===== src/design/bocp_pkg.sv =====
package bocp_pkg;

	localparam int LENGTH_BITS = 20;
	localparam int BYTE_BITS = 8;
	localparam int ACC_BITS = 15;
	localparam int HELD_BITS = 4;
	localparam int RQ_DEPTH = 4;
	localparam int RQ_PTR_BITS = 2;
	localparam int RQ_CNT_BITS = 3;
	localparam int CFG_INDEX_BITS = 2;

	localparam logic [CFG_INDEX_BITS-1:0] REG_SRC_BIT_OFFSET = 2'd0;
	localparam logic [CFG_INDEX_BITS-1:0] REG_DST_BIT_OFFSET = 2'd1;
	localparam logic [CFG_INDEX_BITS-1:0] REG_COPY_BIT_LENGTH = 2'd2;

	localparam logic [BYTE_BITS-1:0] BYTE_MASK = 8'hff;

	typedef struct packed {
		logic [BYTE_BITS-1:0] dst_byte;
		logic [BYTE_BITS-1:0] write_mask;
		logic last_out;
		logic short_source;
	} res_t;

	// Up to two result words per source word, pushed together.
	typedef struct packed {
		logic [1:0] cnt;
		res_t r0;
		res_t r1;
	} res_push_t;

endpackage


===== src/design/bocp_front.sv =====
module bocp_front import bocp_pkg::*; (
	input logic clk,
	input logic arst_n,
	input logic cfg_we,
	input logic [CFG_INDEX_BITS-1:0] cfg_index,
	input logic [LENGTH_BITS-1:0] cfg_data,
	input logic take,
	input logic [BYTE_BITS-1:0] src_byte,
	input logic src_final,
	output res_push_t rq_push,
	output logic busy
);

	logic [2:0] src_off_q;
	logic [2:0] dst_off_q;
	logic [LENGTH_BITS-1:0] len_q;
	logic [ACC_BITS-1:0] acc_q;
	logic [HELD_BITS-1:0] held_q;
	logic [LENGTH_BITS-1:0] left_q;
	logic seen_q;
	logic pending_q;

	logic active;
	logic [HELD_BITS-1:0] avail;
	logic [HELD_BITS-1:0] n;
	logic [BYTE_BITS-1:0] chunk;
	logic [ACC_BITS-1:0] acc_n;
	logic [HELD_BITS-1:0] held_n;
	logic [ACC_BITS-1:0] acc2;
	logic [HELD_BITS-1:0] held2;
	logic [LENGTH_BITS-1:0] left_n;
	logic emit_full;
	logic emit_tail;
	logic ending;
	logic short_src;
	logic [BYTE_BITS-1:0] first_mask;
	logic [BYTE_BITS-1:0] full_byte;
	logic [BYTE_BITS-1:0] tail_byte;
	logic [BYTE_BITS-1:0] tail_mask;
	logic [HELD_BITS-1:0] sh;

	assign busy = (left_q != '0);
	assign active = take && busy;

	always_comb begin
		avail = seen_q ? HELD_BITS'(BYTE_BITS) : HELD_BITS'(BYTE_BITS) - {1'b0, src_off_q};
		n = (left_q < LENGTH_BITS'(avail)) ? left_q[HELD_BITS-1:0] : avail;
		chunk = (src_byte & (BYTE_MASK >> (HELD_BITS'(BYTE_BITS) - avail))) >> (avail - n);
		acc_n = (acc_q << n) | ACC_BITS'(chunk);
		held_n = held_q + n;
		left_n = left_q - LENGTH_BITS'(n);
		short_src = src_final && (left_n != '0);
		ending = (left_n == '0) || src_final;
		emit_full = (held_n >= HELD_BITS'(BYTE_BITS));
		if (emit_full) begin
			full_byte = BYTE_BITS'(acc_n >> (held_n - HELD_BITS'(BYTE_BITS)));
			held2 = held_n - HELD_BITS'(BYTE_BITS);
			acc2 = acc_n & ~({ACC_BITS{1'b1}} << held2);
		end else begin
			full_byte = '0;
			held2 = held_n;
			acc2 = acc_n;
		end
		emit_tail = ending && (held2 != '0);
		sh = HELD_BITS'(BYTE_BITS) - held2;
		tail_byte = acc2[BYTE_BITS-1:0] << sh;
		tail_mask = BYTE_MASK << sh;
		first_mask = pending_q ? (BYTE_MASK >> dst_off_q) : BYTE_MASK;
	end

	// The first emitted word of a transfer gets the destination offset mask.
	always_comb begin
		rq_push = '0;
		if (active) begin
			if (emit_full) begin
				rq_push.r0.dst_byte = full_byte & first_mask;
				rq_push.r0.write_mask = first_mask;
				if (emit_tail) begin
					rq_push.cnt = 2'd2;
					rq_push.r1.dst_byte = tail_byte & tail_mask;
					rq_push.r1.write_mask = tail_mask;
					rq_push.r1.last_out = 1'b1;
					rq_push.r1.short_source = short_src;
				end else begin
					rq_push.cnt = 2'd1;
					rq_push.r0.last_out = ending;
					rq_push.r0.short_source = ending && short_src;
				end
			end else if (emit_tail) begin
				rq_push.cnt = 2'd1;
				rq_push.r0.dst_byte = tail_byte & tail_mask & first_mask;
				rq_push.r0.write_mask = tail_mask & first_mask;
				rq_push.r0.last_out = 1'b1;
				rq_push.r0.short_source = short_src;
			end
		end
	end

	always_ff @(posedge clk or negedge arst_n) begin
		if (!arst_n) begin
			src_off_q <= '0;
			dst_off_q <= '0;
			len_q <= '0;
			acc_q <= '0;
			held_q <= '0;
			left_q <= '0;
			seen_q <= 1'b0;
			pending_q <= 1'b1;
		end else if (cfg_we && (cfg_index == REG_SRC_BIT_OFFSET ||
				cfg_index == REG_DST_BIT_OFFSET || cfg_index == REG_COPY_BIT_LENGTH)) begin
			// Any register write restarts the transfer with the new settings.
			acc_q <= '0;
			seen_q <= 1'b0;
			pending_q <= 1'b1;
			case (cfg_index)
				REG_SRC_BIT_OFFSET: begin
					src_off_q <= cfg_data[2:0];
					held_q <= {1'b0, dst_off_q};
					left_q <= len_q;
				end
				REG_DST_BIT_OFFSET: begin
					dst_off_q <= cfg_data[2:0];
					held_q <= {1'b0, cfg_data[2:0]};
					left_q <= len_q;
				end
				default: begin
					len_q <= cfg_data;
					held_q <= {1'b0, dst_off_q};
					left_q <= cfg_data;
				end
			endcase
		end else if (active) begin
			seen_q <= 1'b1;
			if (rq_push.cnt != 2'd0) begin
				pending_q <= 1'b0;
			end
			if (ending) begin
				acc_q <= '0;
				held_q <= '0;
				left_q <= '0;
			end else begin
				acc_q <= acc2;
				held_q <= held2;
				left_q <= left_n;
			end
		end
	end

endmodule


===== src/design/bocp_rq.sv =====
module bocp_rq import bocp_pkg::*; (
	input logic clk,
	input logic arst_n,
	input res_push_t rq_push,
	input logic pop,
	output res_t head,
	output logic empty,
	output logic full,
	output logic [RQ_CNT_BITS-1:0] level
);

	res_t mem_q [RQ_DEPTH];
	logic [RQ_PTR_BITS-1:0] wr_q;
	logic [RQ_PTR_BITS-1:0] rd_q;
	logic [RQ_CNT_BITS-1:0] cnt_q;
	logic do_pop;

	assign empty = (cnt_q == '0);
	// Room for the two words that one source word may produce.
	assign full = (cnt_q > RQ_CNT_BITS'(RQ_DEPTH - 2));
	assign level = cnt_q;
	assign head = mem_q[rd_q];
	assign do_pop = pop && !empty;

	always_ff @(posedge clk) begin
		if (rq_push.cnt != 2'd0) begin
			mem_q[wr_q] <= rq_push.r0;
		end
		if (rq_push.cnt == 2'd2) begin
			mem_q[wr_q + RQ_PTR_BITS'(1)] <= rq_push.r1;
		end
	end

	always_ff @(posedge clk or negedge arst_n) begin
		if (!arst_n) begin
			wr_q <= '0;
			rd_q <= '0;
			cnt_q <= '0;
		end else begin
			wr_q <= wr_q + RQ_PTR_BITS'(rq_push.cnt);
			if (do_pop) begin
				rd_q <= rd_q + RQ_PTR_BITS'(1);
			end
			cnt_q <= cnt_q + RQ_CNT_BITS'(rq_push.cnt) - RQ_CNT_BITS'(do_pop);
		end
	end

endmodule


===== src/design/bit_offset_copy_aligner.sv =====
// Bit offset copy aligner: copies copy_bit_length bits, most significant bit
// first, from bit src_bit_offset of the first source word to bit
// dst_bit_offset of the first destination word.
// Source words enter through push/full; an input word is taken on an edge
// with push high and full low. Destination words leave through empty/pop,
// each with a write mask for a masked write, last_out on the final word and
// short_source when src_final came before all bits were copied.
// Registers are written through cfg_we/cfg_index/cfg_data; the user must write
// them only while idle, which the block itself does not enforce. Any register
// write starts a new transfer. Index 3 is ignored. The front register stage
// updates the bit accumulator per source word and pushes zero, one or two
// result words into a four-entry result queue; a result is registered in the
// queue and shows on the output ports once the words before it are popped.
// One source word per cycle is accepted while the queue holds two words or
// fewer, so the output side sets the sustained rate: one result word per cycle while pop is high.
// When pop stays low the queue fills and full rises; no word is lost.
// Reset zeroes the offsets, the length and the bit accumulator: zero length, so
// input words are dropped without a result until copy_bit_length is written.
module bit_offset_copy_aligner import bocp_pkg::*; (
	input logic clk,
	input logic arst_n,
	input logic cfg_we,
	input logic [CFG_INDEX_BITS-1:0] cfg_index,
	input logic [LENGTH_BITS-1:0] cfg_data,
	input logic push,
	output logic full,
	input logic [BYTE_BITS-1:0] src_byte,
	input logic src_final,
	output logic empty,
	input logic pop,
	output logic [BYTE_BITS-1:0] dst_byte,
	output logic [BYTE_BITS-1:0] write_mask,
	output logic last_out,
	output logic short_source
);

	res_push_t rq_push;
	res_t head;
	logic busy;
	logic [RQ_CNT_BITS-1:0] level;

	bocp_front u_front (
		.clk(clk),
		.arst_n(arst_n),
		.cfg_we(cfg_we),
		.cfg_index(cfg_index),
		.cfg_data(cfg_data),
		.take(push && !full),
		.src_byte(src_byte),
		.src_final(src_final),
		.rq_push(rq_push),
		.busy(busy)
	);

	bocp_rq u_rq (
		.clk(clk),
		.arst_n(arst_n),
		.rq_push(rq_push),
		.pop(pop),
		.head(head),
		.empty(empty),
		.full(full),
		.level(level)
	);

	assign dst_byte = head.dst_byte;
	assign write_mask = head.write_mask;
	assign last_out = head.last_out;
	assign short_source = head.short_source;

	a_level_bound: assert property (@(posedge clk) disable iff (!arst_n)
		level <= RQ_CNT_BITS'(RQ_DEPTH))
		else $error("result queue overflow");

	a_idle_no_push: assert property (@(posedge clk) disable iff (!arst_n)
		!busy |-> rq_push.cnt == 2'd0)
		else $error("result produced with no transfer active");

	a_mask_nonzero: assert property (@(posedge clk) disable iff (!arst_n)
		!empty |-> write_mask != '0)
		else $error("result word with empty write mask");

	a_data_in_mask: assert property (@(posedge clk) disable iff (!arst_n)
		!empty |-> (dst_byte & ~write_mask) == '0)
		else $error("data bits outside write mask");

	a_short_is_last: assert property (@(posedge clk) disable iff (!arst_n)
		!empty && short_source |-> last_out)
		else $error("short source flag on a word that is not last");

endmodule


===== config.mk =====
export PLATFORM = sky130hd
export DESIGN_NAME = bit_offset_copy_aligner
export DESIGN_NICKNAME = d
export VERILOG_FILES = /design/src/design/bocp_pkg.sv /design/src/design/bocp_front.sv /design/src/design/bocp_rq.sv /design/src/design/bit_offset_copy_aligner.sv
export SDC_FILE = /design/constraint.sdc
export NUM_CORES = 1
export LEC_CHECK = 0
export BUFFER_PORTS_ARGS = -buffer_cell sky130_fd_sc_hd__clkbuf_2
export CAP_MARGIN = 0
export CORE_UTILIZATION = 68
export CTS_CLUSTER_DIAMETER = 50
export DETAILED_ROUTE_END_ITERATION = 10
export PLACE_DENSITY = 0.95
export SLEW_MARGIN = 20
export SYNTH_ARGS = -nofsm -noshare
export SYNTH_HDL_FRONTEND = slang
export SYNTH_SLANG_ARGS = --single-unit

===== constraint.sdc =====
create_clock -name clk -period 20.5 [get_ports clk]
set_input_delay 4.1 -clock clk [delete_from_list [all_inputs] [get_ports clk]]
set_output_delay 4.1 -clock clk [all_outputs]
set_load 0.01 [all_outputs]

==> summary.txt <==
Outcome
  • Status: finished clean

Synthesis
  • Post-synthesis adder-cell area fraction: 2.98%
  • Simple-gate share of the synthesized area: 19.4%
  • Syn avg cell area: 8.83 sq um
  • XOR/XNOR Fraction of Synth Area: 1.37%
  • Yosys reg bits: 146
  • Main combinational cell family by area after synthesis: compound AO/OA/AOI/OAI gates
  • YS warnings: 0
  • Async S/R FF share, synth: 50.7%
  • Post-synthesis compound-gate area fraction: 23.3%
  • Post-synth EDFFs: 72
  • Post-synthesis mux area share: 13.1%
  • Synthesized net count: 1345
  • Synthesized instance count: 1285
  • Mapped Area: 11300 sq um
  • Sequential cell area fraction in the yosys report: 35.4%
  • Post-synth top flop: dfrtp_1
  • Count of cell types in the netlist: 99

Layout
  • Commonest non-fill, non-tap cells in the layout: nand2_1 (139), nor2_1 (129), a21oi_1 (88), o21ai_0 (85), dfrtp_1 (73)
  • Diode count: 0
  • Most common cell after layout, fill and taps aside: nand2_1
  • Final layout net count: 1348
  • Synthesis-to-finish area growth: 8.35%
  • Final Util: 76.5%
  • Fraction of layout cells with a size suffix above 1: 15.8%
  • Fillers: 1091

Clocking
  • Clock sinks: 146
  • CTS tree: yes
  • TritonCTS Buffers: 17
  • Skew-Pair Late Insertion Delay: 0.44 ns
  • Gates resized, CTS repair: 0
  • Post-CTS setup buffers: 0
  • CTS Root Cell: clkbuf_16
  • H-tree levels: 4
  • Worst-case clock buffer depth: 2
  • Worst-path clk slew: 0.07 ns
  • Hold_buf cts: 0

Placed design
  • GP Congestion: 1.01
  • Post-DP HPWL: 25500 um
  • DP Worst Slack: 11.18 ns
  • PortBufs: 55

Timing
  • Final Hold Viols: 0
  • Fin crit share: 46.8%
  • Slew Viols, Final: 0
  • Measured slew at the worst slew-check pin: 1.11 ns
  • RSZ-0062 raised after global routing: false
  • Setup TNS: 0 ns
  • Slew Limit Headroom: 26.3%
  • Clock Skew: 0.0110 ns
  • Fmax: 104 MHz
  • Min Tclk post-route: 9.60 ns
  • Final worst slack: 10.90 ns
  • Final setup viols: 0

Power and ir drop
  • Worst-case vdd ir drop: 0.106 mV
  • Sequential power share: 21.5%
  • P_leak: 0.00480 uW
  • P_int: 1020 uW
  • NetSw: 1130 uW
  • Sw Share: 52.5%
  • Comb power frac: 63.4%
  • Power density over cell area: 175 nW/um^2
  • Clock share of power: 15.1%

Routing
  • Pre-antenna DRT Iters: 7
  • 1st-iter DRT viols: 1922
  • Drt drc: 0
  • Vias per inst: 7.41
  • Post-route ant nets: 0
  • DR vias: 11246
  • Avg WL per Cell: 24.1 um
  • Total wire length: 36600 um

Worst hold path
  • Hold Path Class: reg2reg

Worst setup path
  • Critical Path Start Type: flop
  • Max incr delay on CP: 0.71 ns
  • Top fanout value on the critical path: 15
  • CP Class: reg2reg
  • CP max stage cell: nor2b_1
  • Worst path most repeated cell: ha_1
  • Arr. time, crit path: 9.87 ns
  • CP Capture Type: flop
  • WP data required: 20.77 ns

GRT
  • Tot GR Track Use: 43.0%
  • Initial antenna violation count: 0
  • First-pass GRT wire length: 58200 um
  • GR Overflow Total: 0
  • Pin count of the biggest net entering global routing: 75
  • Vias in the first global route: 10775

Die
  • Core ar.: 16100 sq um
  • Die Wd: 131 um
  • Top-level I/O count: 56
  • Num rows: 46
  • Die Span Y: 131 um
  • Initial core utilization: 70.6%
  • Total die area: 17200 sq um

Run
  • Max-Cap Viols: 0
[state kept, by name (all words and copies together) (netlist names)]
signal             cells
u_front.acc_q         15
u_front.dst_off_q      3
u_front.held_q         4
u_front.left_q        20
u_front.len_q         20
u_front.pending_q      1
u_front.seen_q         1
u_front.src_off_q      3
u_rq.level             3
u_rq.mem_q            72
u_rq.rd_q              2
u_rq.wr_q              2
[area by class of cell]
class | instances | area, sq um | area share, %
multi-input combinational | 1013 | 6860 | 55.8
sequential | 146 | 4020 | 32.7
clock buffer | 18 | 429 | 3.49
timing repair buffer | 73 | 413 | 3.36
tap | 216 | 270 | 2.20
clock inverter | 14 | 168 | 1.36
inverter | 37 | 139 | 1.13
[synth_stat cells, types with 12 or more instances]
cell type / instances / area [sq um]
o211ai_1: 12 / 90.1
nand2_1: 139 / 522
ha_1: 23 / 288
mux4_2: 18 / 405
a211oi_1: 18 / 135
a221oi_1: 20 / 175
a22oi_1: 16 / 120
nor4_1: 13 / 81.3
mux2i_1: 63 / 631
clkbuf_1: 70 / 263
inv_1: 32 / 120
a31oi_1: 12 / 75.1
and2_1: 19 / 119
edfxtp_1: 72 / 2160
nand2b_1: 12 / 75.1
nor2b_1: 15 / 93.8
dfrtp_1: 73 / 1830
nor3_1: 34 / 170
a21oi_1: 89 / 445
nor2_1: 129 / 484
o21ai_0: 85 / 425
mux2_2: 33 / 372
o22ai_1: 18 / 113
nand3_1: 39 / 195
[final timing paths]
check,startpoint,end,slack (ns),depth (start not counted)
max reg2reg,u_front.src_off_q[0]$_DFFE_PN0P_,u_rq.mem_q[0][5]$_DFFE_PP_,10.90,28
min in group asynchronous,arst_n,u_front.src_off_q[1]$_DFFE_PN0P_,3.80,1
min,u_rq.rd_q[0]$_DFFE_PN0P_,u_rq.rd_q[0]$_DFFE_PN0P_,0.50,1
max,u_front.src_off_q[0]$_DFFE_PN0P_,u_rq.mem_q[0][5]$_DFFE_PP_,10.90,28
min reg2reg,u_rq.rd_q[0]$_DFFE_PN0P_,u_rq.rd_q[0]$_DFFE_PN0P_,0.50,1
max in group asynchronous,arst_n,u_front.acc_q[13]$_DFFE_PN0P_,16.03,1
[layer usage]
| layer | GRT usage, % | vias to the layer above | routed length (um) |
|---|---|---|---|
| li1 | - | 4870 | - |
| met1 | 55.6 | 5223 | 13500 |
| met2 | 69.9 | 952 | 17000 |
| met3 | 9.18 | 201 | 4410 |
| met4 | 18.4 | 0 | 1640 |
| met5 | 0 | - | 0 |
[metrics by stage]
| stage | hold WS, ns | area [sq um] | instances | total power (uW) |
|---|---|---|---|---|
| 4_1_cts | 0.503 | 12300 | 1517 | 2080 |
| 5_1_grt | 0.522 | 12300 | 1517 | 2240 |
| 6_report | 0.500 | 12300 | 1517 | 2150 |
| 3_5_place_dp | 0.489 | 11700 | 1485 | 1740 |
| 2_1_floorplan | 0.448 | 11300 | 1285 | 1400 |
| 3_3_place_gp | 0.473 | 11700 | 1485 | 1710 |
[kinds of logic (layout without fill, tap and decap cells)]
group / Yosys count / count (layout)
AOI/OAI and AO/OA: 391 / 391
xor gates and xnor gates: 16 / 16
buffers and inverters: 126 / 142
DFF: 146 / 146
and+or+nand+nor: 461 / 461
adders and majority gates: 27 / 27
muxes: 118 / 118
[worst max-delay path, delay by kind of cell, from the launching register on]
kind | cells | cell delay (ns)
AND/OR/NAND/NOR | 10 | 3.88
multiplexers | 1 | 0.30
adder cells (fa/ha/maj) | 6 | 2.19
flip-flops | 1 | 0.59
buffers and inverters | 5 | 0.94
AO/OA/AOI/OAI | 6 | 1.52
[power groups by stage]
stage | clock (uW) | combinational, uW | sequential [uW]
5_1_grt | 335 | 1440 | 468
4_1_cts | 321 | 1300 | 459
3_3_place_gp | 0 | 1250 | 459
3_5_place_dp | 0 | 1280 | 464
2_1_floorplan | 0 | 980 | 418
6_report | 324 | 1360 | 463
Note: power is estimated with default switching activity, not from simulation.
